--- src/design/b64d_pkg.sv ---
// base64 decoder package: field widths, state and result structs, character
// classification function; shared by the interfaces, the step logic and the top level
`timescale 1ns / 1ps
`default_nettype none

package b64d_pkg;

    localparam int CHAR_W   = 8;
    localparam int BYTE_W   = 8;
    localparam int SEXTET_W = 6;
    localparam int POS_W    = 2;
    localparam int COUNT_W  = 32;

    localparam logic [COUNT_W-1:0] COUNT_MAX = {COUNT_W{1'b1}};

    // classification of one input character
    typedef struct packed {
        logic                is_bad;
        logic                is_ws;
        logic [SEXTET_W-1:0] sextet;
    } char_class_t;

    // decoder state carried from one character to the next
    typedef struct packed {
        logic [SEXTET_W-1:0] left;
        logic [POS_W-1:0]    pos;
        logic                err;
        logic [COUNT_W-1:0]  count;
    } dec_state_t;

    // one result transaction
    typedef struct packed {
        logic [BYTE_W-1:0]  out_byte;
        logic               byte_valid;
        logic               error;
        logic               done_res;
        logic [COUNT_W-1:0] byte_total;
    } dec_result_t;

    // step logic outcome for one character
    typedef struct packed {
        logic        produce;
        dec_result_t result;
        dec_state_t  state_next;
    } dec_step_t;

    localparam dec_state_t STATE_RESET = '{
        left:  '0,
        pos:   '0,
        err:   1'b0,
        count: '0
    };

    // map an ASCII byte to its sextet, whitespace or bad
    function automatic char_class_t classify(input logic [CHAR_W-1:0] c);
        char_class_t r;
        r = '{is_bad: 1'b0, is_ws: 1'b0, sextet: '0};
        if (c >= 8'h41 && c <= 8'h5A) begin
            r.sextet = SEXTET_W'(c - 8'h41);
        end
        else if (c >= 8'h61 && c <= 8'h7A) begin
            r.sextet = SEXTET_W'(c - 8'h61 + 8'd26);
        end
        else if (c >= 8'h30 && c <= 8'h39) begin
            r.sextet = SEXTET_W'(c - 8'h30 + 8'd52);
        end
        else if (c == 8'h2B) begin
            r.sextet = SEXTET_W'(62);
        end
        else if (c == 8'h2F) begin
            r.sextet = SEXTET_W'(63);
        end
        else if (c == 8'h20 || c == 8'h0A || c == 8'h0D) begin
            r.is_ws = 1'b1;
        end
        else begin
            r.is_bad = 1'b1;
        end
        return r;
    endfunction

endpackage

`default_nettype wire

--- src/design/b64d_char_if.sv ---
// character channel: valid/ready handshake with one input character per transaction
// depends on b64d_pkg for field widths
`timescale 1ns / 1ps
`default_nettype none

interface b64d_char_if;
    import b64d_pkg::*;

    logic              valid;
    logic              ready;
    logic [CHAR_W-1:0] in_char;
    logic              last;

    modport source (output valid, output in_char, output last, input ready);
    modport sink   (input valid, input in_char, input last, output ready);
endinterface

`default_nettype wire

--- src/design/b64d_result_if.sv ---
// result channel: valid/ready handshake with one decoded result per transaction
// depends on b64d_pkg for field widths
`timescale 1ns / 1ps
`default_nettype none

interface b64d_result_if;
    import b64d_pkg::*;

    logic               valid;
    logic               ready;
    logic [BYTE_W-1:0]  out_byte;
    logic               byte_valid;
    logic               error;
    logic               done_res;
    logic [COUNT_W-1:0] byte_total;

    modport source (output valid, output out_byte, output byte_valid, output error,
                    output done_res, output byte_total, input ready);
    modport sink   (input valid, input out_byte, input byte_valid, input error,
                    input done_res, input byte_total, output ready);
endinterface

`default_nettype wire

--- src/design/b64d_step.sv ---
// combinational step logic: decodes one character against the current state
// depends on b64d_pkg for types and the classify function
`timescale 1ns / 1ps
`default_nettype none

module b64d_step (
    input  wire  logic [b64d_pkg::CHAR_W-1:0] in_char,
    input  wire  logic                        last,
    input  wire  b64d_pkg::dec_state_t        state,
    output       b64d_pkg::dec_step_t         step
);
    import b64d_pkg::*;

    char_class_t       cls;
    dec_state_t        st;
    logic              have_byte;
    logic [BYTE_W-1:0] byte_val;

    assign cls = classify(in_char);

    // sextet assembly, error latch and saturating count
    always_comb
    begin
        st        = state;
        have_byte = 1'b0;
        byte_val  = '0;
        if (!state.err) begin
            if (cls.is_bad) begin
                st.err = 1'b1;
            end
            else if (!cls.is_ws) begin
                case (state.pos)
                    2'd0:
                    begin
                        st.left = cls.sextet;
                    end
                    2'd1:
                    begin
                        byte_val  = {state.left[5:0], cls.sextet[5:4]};
                        st.left   = {2'b00, cls.sextet[3:0]};
                        have_byte = 1'b1;
                    end
                    2'd2:
                    begin
                        byte_val  = {state.left[3:0], cls.sextet[5:2]};
                        st.left   = {4'b0000, cls.sextet[1:0]};
                        have_byte = 1'b1;
                    end
                    default:
                    begin
                        byte_val  = {state.left[1:0], cls.sextet};
                        st.left   = '0;
                        have_byte = 1'b1;
                    end
                endcase
                st.pos = state.pos + POS_W'(1);
                if (have_byte && state.count != COUNT_MAX) begin
                    st.count = state.count + COUNT_W'(1);
                end
            end
        end
        // a lone sextet in the final group is a bad tail
        if (last && !st.err && st.pos == POS_W'(1)) begin
            st.err = 1'b1;
        end
    end

    // result fields and state for the next character
    always_comb
    begin
        step.produce           = have_byte || last;
        step.result.out_byte   = byte_val;
        step.result.byte_valid = have_byte;
        step.result.error      = st.err;
        step.result.done_res   = last;
        step.result.byte_total = st.count;
        step.state_next        = last ? STATE_RESET : st;
    end

endmodule

`default_nettype wire

--- src/design/base64_decode_skip_whitespace.sv ---
// streaming base64 decoder top level: input register, step logic, result register
// depends on b64d_pkg, b64d_char_if, b64d_result_if and b64d_step
//
// usage:
//   chars   - one ASCII character per transaction, with last on the final one
//   results - one per decoded byte or last character, one if both; on the last
//             done_res = 1, byte_total = final count, error = stream status
//   whitespace (space, LF, CR) is dropped; any other non-alphabet byte sets
//   the error latch, after which characters are consumed but decode nothing
// path: an accepted character enters the input register, the step logic decodes it and
//   its result is held in the result register and shown on the result channel
// throughput: one character per cycle while results are taken; the input
//   and result registers let a character enter while a result waits to be taken
// stall: when the result register is full and not taken, a character that
//   yields a result holds in the input register and chars.ready drops
// reset: rst_n clears all decode state, the count and both valid flags;
//   decode state also returns to reset after each last character
`timescale 1ns / 1ps
`default_nettype none

module base64_decode_skip_whitespace (
    input  wire logic     clk,
    input  wire logic     rst_n,
    b64d_char_if.sink     chars,
    b64d_result_if.source results
);
    import b64d_pkg::*;

    logic              in_valid_reg;
    logic [CHAR_W-1:0] in_char_reg;
    logic              in_last_reg;

    dec_state_t        state_reg;
    dec_step_t         step;

    logic              out_valid_reg;
    logic              out_valid_next;
    dec_result_t       out_reg;

    logic              out_free;
    logic              advance;

    b64d_step u_step (
        .in_char (in_char_reg),
        .last    (in_last_reg),
        .state   (state_reg),
        .step    (step)
    );

    // handshake control
    assign out_free    = !out_valid_reg || results.ready;
    assign advance     = in_valid_reg && (!step.produce || out_free);
    assign chars.ready = !in_valid_reg || advance;

    always_comb
    begin
        out_valid_next = out_valid_reg && !results.ready;
        if (advance && step.produce) begin
            out_valid_next = 1'b1;
        end
    end

    // input register
    always_ff @(posedge clk or negedge rst_n)
    begin
        if (!rst_n) begin
            in_valid_reg <= 1'b0;
        end
        else if (chars.ready) begin
            in_valid_reg <= chars.valid;
        end
    end

    always_ff @(posedge clk)
    begin
        if (chars.valid && chars.ready) begin
            in_char_reg <= chars.in_char;
            in_last_reg <= chars.last;
        end
    end

    // decode state
    always_ff @(posedge clk or negedge rst_n)
    begin
        if (!rst_n) begin
            state_reg <= STATE_RESET;
        end
        else if (advance) begin
            state_reg <= step.state_next;
        end
    end

    // result register
    always_ff @(posedge clk or negedge rst_n)
    begin
        if (!rst_n) begin
            out_valid_reg <= 1'b0;
        end
        else begin
            out_valid_reg <= out_valid_next;
        end
    end

    always_ff @(posedge clk)
    begin
        if (advance && step.produce) begin
            out_reg <= step.result;
        end
    end

    assign results.valid      = out_valid_reg;
    assign results.out_byte   = out_reg.out_byte;
    assign results.byte_valid = out_reg.byte_valid;
    assign results.error      = out_reg.error;
    assign results.done_res   = out_reg.done_res;
    assign results.byte_total = out_reg.byte_total;

endmodule

`default_nettype wire

--- src/flat_wrapper.sv ---
// flat-port wrapper written by rule: the top's interface ports become plain ports
module base64_decode_skip_whitespace_flat import b64d_pkg::*;
  (clk, rst_n, chars_valid, chars_in_char, chars_last, chars_ready, results_valid, results_out_byte, results_byte_valid, results_error, results_done_res, results_byte_total, results_ready);
  b64d_char_if chars_i ();
  b64d_result_if results_i ();
  input  wire logic clk;
  input  wire logic rst_n;
  input wire logic [$bits(chars_i.valid)-1:0] chars_valid;
  input wire logic [$bits(chars_i.in_char)-1:0] chars_in_char;
  input wire logic [$bits(chars_i.last)-1:0] chars_last;
  output wire logic [$bits(chars_i.ready)-1:0] chars_ready;
  output wire logic [$bits(results_i.valid)-1:0] results_valid;
  output wire logic [$bits(results_i.out_byte)-1:0] results_out_byte;
  output wire logic [$bits(results_i.byte_valid)-1:0] results_byte_valid;
  output wire logic [$bits(results_i.error)-1:0] results_error;
  output wire logic [$bits(results_i.done_res)-1:0] results_done_res;
  output wire logic [$bits(results_i.byte_total)-1:0] results_byte_total;
  input wire logic [$bits(results_i.ready)-1:0] results_ready;
  assign chars_i.valid = chars_valid;
  assign chars_i.in_char = chars_in_char;
  assign chars_i.last = chars_last;
  assign chars_ready = chars_i.ready;
  assign results_valid = results_i.valid;
  assign results_out_byte = results_i.out_byte;
  assign results_byte_valid = results_i.byte_valid;
  assign results_error = results_i.error;
  assign results_done_res = results_i.done_res;
  assign results_byte_total = results_i.byte_total;
  assign results_i.ready = results_ready;
  base64_decode_skip_whitespace u_core (.clk(clk), .rst_n(rst_n), .chars(chars_i), .results(results_i));
endmodule
--- config.mk ---
export PLATFORM = sky130hd
export DESIGN_NAME = base64_decode_skip_whitespace_flat
export DESIGN_NICKNAME = d
export VERILOG_FILES = /design/src/design/b64d_pkg.sv /design/src/design/b64d_char_if.sv /design/src/design/b64d_result_if.sv /design/src/design/b64d_step.sv /design/src/design/base64_decode_skip_whitespace.sv /design/src/flat_wrapper.sv
export SDC_FILE = /design/constraint.sdc
export NUM_CORES = 1
export LEC_CHECK = 0
export BUFFER_PORTS_ARGS = -buffer_cell sky130_fd_sc_hd__clkbuf_2
export CORE_MARGIN = 2
export CORE_UTILIZATION = 30
export DETAILED_ROUTE_END_ITERATION = 8
export GPL_TIMING_DRIVEN = 0
export PLACE_DENSITY = 0.54
export SLEW_MARGIN = 20
export SYNTH_ARGS = -nofsm -noshare
export SYNTH_HDL_FRONTEND = slang
export SYNTH_SLANG_ARGS = --single-unit
--- constraint.sdc ---
create_clock -name clk -period 5.3 [get_ports clk]
set_input_delay 0.795 -clock clk [delete_from_list [all_inputs] [get_ports clk]]
set_output_delay 0.795 -clock clk [all_outputs]
set_load 0.01 [all_outputs]
==> flow_summary.yaml, run 1 <==
timing:
  tns_ps: 0
  post-route-period-util_pct: 78.82
  setup_viol: 0
  finalMaxSlewViolations: 0
  finClkSkew_ps: 8.745
  worstMarginPinSlew_ps: 919.9
  hold_viol: 0
  rsz0062_at_grt: "no"
  min_period_ps: 4177
  slew_headroom_pct: 38.41
  fmax_mhz: 239.4
  worst_slack_ps: 1123
logic_synthesis:
  synth_top_cell_by_area: "edfxtp_1"
  yosys.area_share.xor_xnor_pct: 5.534
  yosysWarnings: 0
  syn_area_um2: 5223
  synth_edf_count: 52
  yosys.area_share.simple_pct: 15.76
  yosysSeqAreaShare_pct: 50.50
  postSynthCellCount: 491
  synth.area.top_cells: "edfxtp_1 (30%), dfrtp_1 (21%), ha_1 (3.6%)"
  yosysMostFrequentCell: "edfxtp_1"
  synth-seq-cells: 95
  synth_top_area_share_pct: 29.90
  synth_fa_ha_area_share_pct: 3.594
  synth_async_sr_flop_share_pct: 45.26
  synth_top_family_by_area: "compound AO/OA/AOI/OAI gates"
  ys_types: 67
  synthesis.nets: 519
  avgSynthCellArea_um2: 10.64
  synth_compound_area_share_pct: 20.70
  synth_flop_cell: "edfxtp_1"
  netlist_top_cells_count: "edfxtp_1 (52), dfrtp_1 (43), o21ai_0 (33)"
  synth_mux_area_share_pct: 0.4073
routing:
  ant_nets: 0
  num_vias: 4220
  drt_first_pass_iters: 5
  drtIter0Drc: 227
  vias_per_cell: 5.342
  wl_mm: 13.43
  drc: 0
  wl_per_cell_um: 17.00
run:
  max_cap_violations: 0
floorplanning:
  rows: 48
  initial_core_util_pct: 30.41
  die_width_um: 135.9
  io_pins: 58
  die-area_um2: 18480
  die_h_um: 135.9
  core_area_um2: 17180
finish:
  drive_gt1_share_pct: 18.41
  nets: 588
  largest_reg_flops: 41
  final_util_pct: 35.73
  synthToLayoutAreaGrowth_pct: 17.51
  antennaDiodeCount: 0
placement:
  hpwl_mm: 9.718
  numPortBuffers: 57
  globalplace.congestion: 0.8754
  post-place-ws_ps: 1163
worst_setup_path:
  ff2ff_path_depth: 9
  reg2reg_from: "u_core.in_char_reg[2]$_DFFE_PP_"
  rr_endpoint: "u_core.results.byte_total[26]$_DFFE_PP_"
  crit_fanout: 9
  r2r_slack_ps: 1150
  critPathRequiredTime_ps: 4510
  cp_data_arrival_time_ps: 3380
  endpoint_kind: "primary output"
  cp-start-kind: "register"
  path_class: "register to primary output"
clocking:
  ctsRootBufferMaster: "clkbuf_16"
  clkSlewWorstSetupHoldPaths_ps: 70
  clkSinkCount: 95
  cts_buffers: 9
  cts-resized-gates: 0
  insertion_delay_ps: 350
  htree_levels: 3
  ctsLongestPathBuffers: 2
  cts_hold_buf: 0
  cts_tree: "yes"
  postCtsSetupBuffers: 0
hold_path:
  hp-class: "primary input to asynchronous set/reset pin"
global_route:
  grt-ovfl-total: 0
  antenna_found_initial: 0
  grt_pass1_vias: 4129
  grt_max_degree: 44
  grt_pass1_wl_mm: 21.79
  grtUsageTotal_pct: 15.18
power:
  ir_worst_vdd_mv: 0.1559
  power_leakage_nw: 2.450
  power.density_nw_per_um2: 295.9
run_status:
  status: "finished clean"
==> layout make-up <==
type	count	area (µm²)
plain buffers	28	133.9
clock inverters	5	63.81
repair buffers	58	307.8
well taps	225	281.5
flip-flops and latches	95	2638
fillers	1771	11040
multi-input cells	355	2410
clock buffers	11	254.0
inverters	13	48.80
==> layer usage <==
layer | global-route usage, % | routed length (µm) | vias to the layer above
met5 | 0 | 0 | -
li1 | - | - | 2022
met3 | 3.020 | 509 | 15
met4 | 5.093 | 212 | 0
met2 | 25.79 | 6660 | 113
met1 | 19.33 | 6050 | 2070
==> cells in the final DEF, fill, tap and decap left out, drive strengths merged, types with 5 or more instances in the layout <==
cell and n:
a21o 5, o211ai 5, or2 8, a41oi 6, nor2b 7, o31ai 17, nand3 15, a31oi 19
dfrtp 43, nor3 10, and4 7, edfxtp 52, nand2b 8, nand2 32, inv 14, a21oi 24
buf 15, a32o 6, nand4 15, xor2 12, and3 9, xnor2 21, and2 6, a221oi 6
o211a 5, o21ai 34, ha 15, clkbuf 82, nor2 25
==> worst max-delay path by stage <==
| stage | endpoint | start | slack, ps | cells after the start |
|---|---|---|---|---|
| floorplan | u_core.results.byte_total[0]$_DFFE_PP_ | u_core.in_char_reg[2]$_DFFE_PP_ | 800 | 8 |
| global placement | u_core.results.byte_total[17]$_DFFE_PP_ | u_core.in_char_reg[2]$_DFFE_PP_ | -1050 | 8 |
| detailed placement | u_core.results.byte_total[17]$_DFFE_PP_ | u_core.in_char_reg[2]$_DFFE_PP_ | 1160 | 9 |
| CTS | u_core.results.byte_total[26]$_DFFE_PP_ | u_core.in_char_reg[2]$_DFFE_PP_ | 1120 | 9 |
| global route | u_core.results.byte_total[26]$_DFFE_PP_ | u_core.in_char_reg[2]$_DFFE_PP_ | 790 | 9 |
| finish | chars_ready | u_core.in_char_reg[2]$_DFFE_PP_ | 1120 | 8 |
==> worst max-delay path, stage by stage, from the launching register on <==
cell       delay (ps)
edfxtp_1          540
inv_1             220
ha_1              350
a21o_1            220
o211ai_1          190
o2111ai_1         670
a21oi_2           230
o211ai_1          390
clkbuf_2          210
==> report_power, final <==
group          internal (W)  total, W  switching, W
combinational     0.0000846  0.000256      0.000171
sequential         0.000833  0.000869     0.0000358
clock              0.000398  0.000692      0.000294
==> cell families after synthesis <==
family / after synthesis
AO/OA/AOI/OAI: 154
AND/OR/NAND/NOR: 151
flip-flops: 95
buffers and inverters: 41
XOR/XNOR: 33
adder cells (fa/ha/maj): 15
multiplexers: 2
==> metrics by stage <==
stage | cell area (µm²) | std cells | power [W] | hold WS, ps
CTS | 6137 | 790 | 0.001840 | 500.6
detailed placement | 5819 | 774 | 0.001141 | 485.6
floorplan | 5223 | 491 | 0.001035 | 466.8
global placement | 5789 | 773 | 0.001135 | 478.8
finish | 6137 | 790 | 0.001816 | 488.9
global route | 6137 | 790 | 0.001899 | 543.4
Note: power is estimated with default switching activity, not from simulation.
==> run 2: changes to the inputs <==
ABC_AREA = 1   (was unset)
clock period = 4.1 ns   (was 5.3 ns; I/O delays follow)
==> run 2 against run 1 <==
Worst hold slack got worse by 190 ps; via count up 5.3%; first-iteration DRC count grew 59%.
==> flow_summary.yaml, run 2 <==
power:
  pwr-share-clk_pct: 34.5
  ir_worst_vdd_mv: 0.2182
  power_frac_comb_pct: 18.4
  power.density_nw_per_um2: 376.4
  p_int_w: 0.001633
  p_sw_share_pct: 31.06
  switchingPower_w: 0.0007358
  power_leakage_nw: 2.833
  seqPwrFrac_pct: 47.1
worst_setup_path:
  cp_data_arrival_time_ps: 3540
  cp-start-kind: "register"
  crit_fanout: 22
  endpoint_kind: "register"
  critPathRequiredTime_ps: 4160
  path_class: "register to register"
timing:
  post-route-period-util_pct: 84.81
  hold_viol: 0
  rsz0062_at_grt: "no"
  setup_viol: 0
  fmax_mhz: 287.6
  finClkSkew_ps: 8.904
  finalMaxSlewViolations: 0
  slew_headroom_pct: 57.33
  worstMarginPinSlew_ps: 640.1
  min_period_ps: 3477
logic_synthesis:
  synth_async_sr_flop_share_pct: 45.26
  synth_edf_count: 52
  synth_flop_cell: "edfxtp_1"
  ys_types: 38
  postSynthCellCount: 662
  synthesis.nets: 690
  yosysSeqAreaShare_pct: 48.74
  avgSynthCellArea_um2: 8.174
  yosysMostFrequentCell: "nand2_1"
  synth-seq-cells: 95
  syn_area_um2: 5411
  yosysWarnings: 0
  synth.area.top_cells: "edfxtp_1 (29%), dfrtp_1 (20%), nand2_1 (14%)"
  netlist_top_cells_count: "nand2_1 (204), inv_1 (80), nor2_1 (57)"
  synth_top_area_share_pct: 28.86
  synth_top_cell_by_area: "edfxtp_1"
finish:
  nets: 759
  largest_reg_flops: 41
  n_fill_cell: 1857
  final_cells: 965
  final_common_cell: "nand2_1"
  synthToLayoutAreaGrowth_pct: 16.30
  final_area_um2: 6294
  antennaDiodeCount: 0
  multi_input_area_um2: 2340
  drive_gt1_share_pct: 15.22
  ff_latch_area_um2: 2638
  final_cell_mix: "nand2_1 (204), inv_1 (79), nor2_1 (57)"
routing:
  num_vias: 4444
  drt_first_pass_iters: 5
  wl_per_cell_um: 13.29
  drtIter0Drc: 362
  wl_mm: 12.83
  ant_nets: 0
  vias_per_cell: 4.605
  drc: 0
floorplanning:
  core_area_um2: 17840
  rows: 49
  die_h_um: 138.3
  initial_core_util_pct: 30.33
  io_pins: 58
  die-area_um2: 19130
  die_width_um: 138.3
placement:
  globalplace.congestion: 0.8415
  placed_area_um2: 6013
  hpwl_mm: 9.220
  numPortBuffers: 57
  placed_cells: 949
clocking:
  ctsLongestPathBuffers: 2
  clkSlewWorstSetupHoldPaths_ps: 70
  postCtsSetupBuffers: 0
  clkSinkCount: 95
  cts-resized-gates: 0
  ctsRootBufferMaster: "clkbuf_16"
  htree_levels: 3
  cts_tree: "yes"
  cts_buffers: 9
  insertion_delay_ps: 360
  cts_hold_buf: 0
global_route:
  grt_pass1_wl_mm: 21.40
  grt_pass1_vias: 4171
  grt_max_degree: 44
  grt-ovfl-total: 0
  grtUsageTotal_pct: 13.89
  antenna_found_initial: 0
run_status:
  status: "finished clean"
hold_path:
  hp-class: "primary input to asynchronous set/reset pin"
run:
  max_cap_violations: 0
[run 2: cell count changes after synthesis, sizes merged, moves of 17 or more]
cell / delta
xnor2: -18
o31ai: -17
nand3: +36
nor2: +38
inv: +72
a31oi: -18
nand2: +179
o21ai: +33
[run 2: logic make-up (layout without fill, tap and decap cells)]
logic type	count (synthesis)	after routing	synth area share [%]
AOI/OAI and AO/OA	92	92	9.133
xor gates and xnor gates	12	12	2.081
adders and majority gates	15	15	3.468
buffers and inverters	102	176	8.023
DFF	95	95	48.74
and+or+nand+nor	346	346	28.55
[run 2: cell type report]
class,instances,area share [%]
clock buffers,10,3.638
inverters,85,5.070
well taps,229,4.553
multi-input cells,465,37.18
clock inverters,6,0.8151
flip-flops and latches,95,41.91
plain buffers,17,1.829
repair buffers,58,5.010
[run 2: power groups by stage]
| stage | clock [W] | combinational [W] | sequential, W |
|---|---|---|---|
| 3_5_place_dp | 0 | 0.000438 | 0.00114 |
| 6_report | 0.000818 | 0.000435 | 0.00112 |
| 5_1_grt | 0.000874 | 0.000488 | 0.00112 |
| 4_1_cts | 0.000834 | 0.000440 | 0.00112 |
| 2_1_floorplan | 0 | 0.000263 | 0.00115 |
| 3_3_place_gp | 0 | 0.000428 | 0.00114 |
[run 2: routing by layer]
metal | GRT usage [%] | wire (µm)
met1 | 19.81 | 6453
met2 | 21.44 | 5618
met3 | 2.286 | 559
met4 | 4.834 | 196
met5 | 0 | 0
[run 2: critical path, cell delays in order (launching register included)]
cell and delay, ps:
edfxtp_1 530, inv_2 170, ha_1 290, nand2_1 100, a21oi_1 160, o21ai_1 100
nand3_2 180, nand3_4 140, nand3_4 110, nand2_2 90, nand2_4 100, nand2_8 100
inv_2 70, buf_2 250, o21ai_2 110, inv_2 420, buf_16 230
[run 2: metrics by stage]
stage | util [%] | power [W] | setup WS [ps] | hold slack, ps | TNS, ps
finish | 35.28 | 0.002369 | 622.9 | 296.5 | 0
global route | 35.28 | 0.002486 | 317.7 | 356.3 | 0
CTS | 35.28 | 0.002391 | 588.9 | 318.7 | 0
detailed placement | 33.71 | 0.001574 | 632.0 | 460.6 | 0
global placement | 33.54 | 0.001566 | -136.0 | 473.6 | -5651
floorplan | - | 0.001414 | 790.7 | 319.4 | 0
[run 2: path summary, 6_finish.rpt]
| path | to | cells after the start | slack (ps) | start |
|---|---|---|---|---|
| worst max-delay path | u_core.results.byte_total[13]$_DFFE_PP_ | 16 | 620 | u_core.in_char_reg[2]$_DFFE_PP_ |
| min in group clk | u_core.in_char_reg[2]$_DFFE_PP_ | 1 | 430 | chars_in_char[2] |
| worst max register to register | u_core.results.byte_total[13]$_DFFE_PP_ | 16 | 620 | u_core.in_char_reg[2]$_DFFE_PP_ |
| worst min-delay path | u_core.state_reg[14]$_DFFE_PN0N_ | 1 | 300 | rst_n |
| worst min register to register | u_core.results.done_res$_DFFE_PP_ | 0 | 480 | u_core.in_last_reg$_DFFE_PP_ |
| max in group asynchronous | u_core.state_reg[37]$_DFFE_PN0P_ | 1 | 3370 | rst_n |
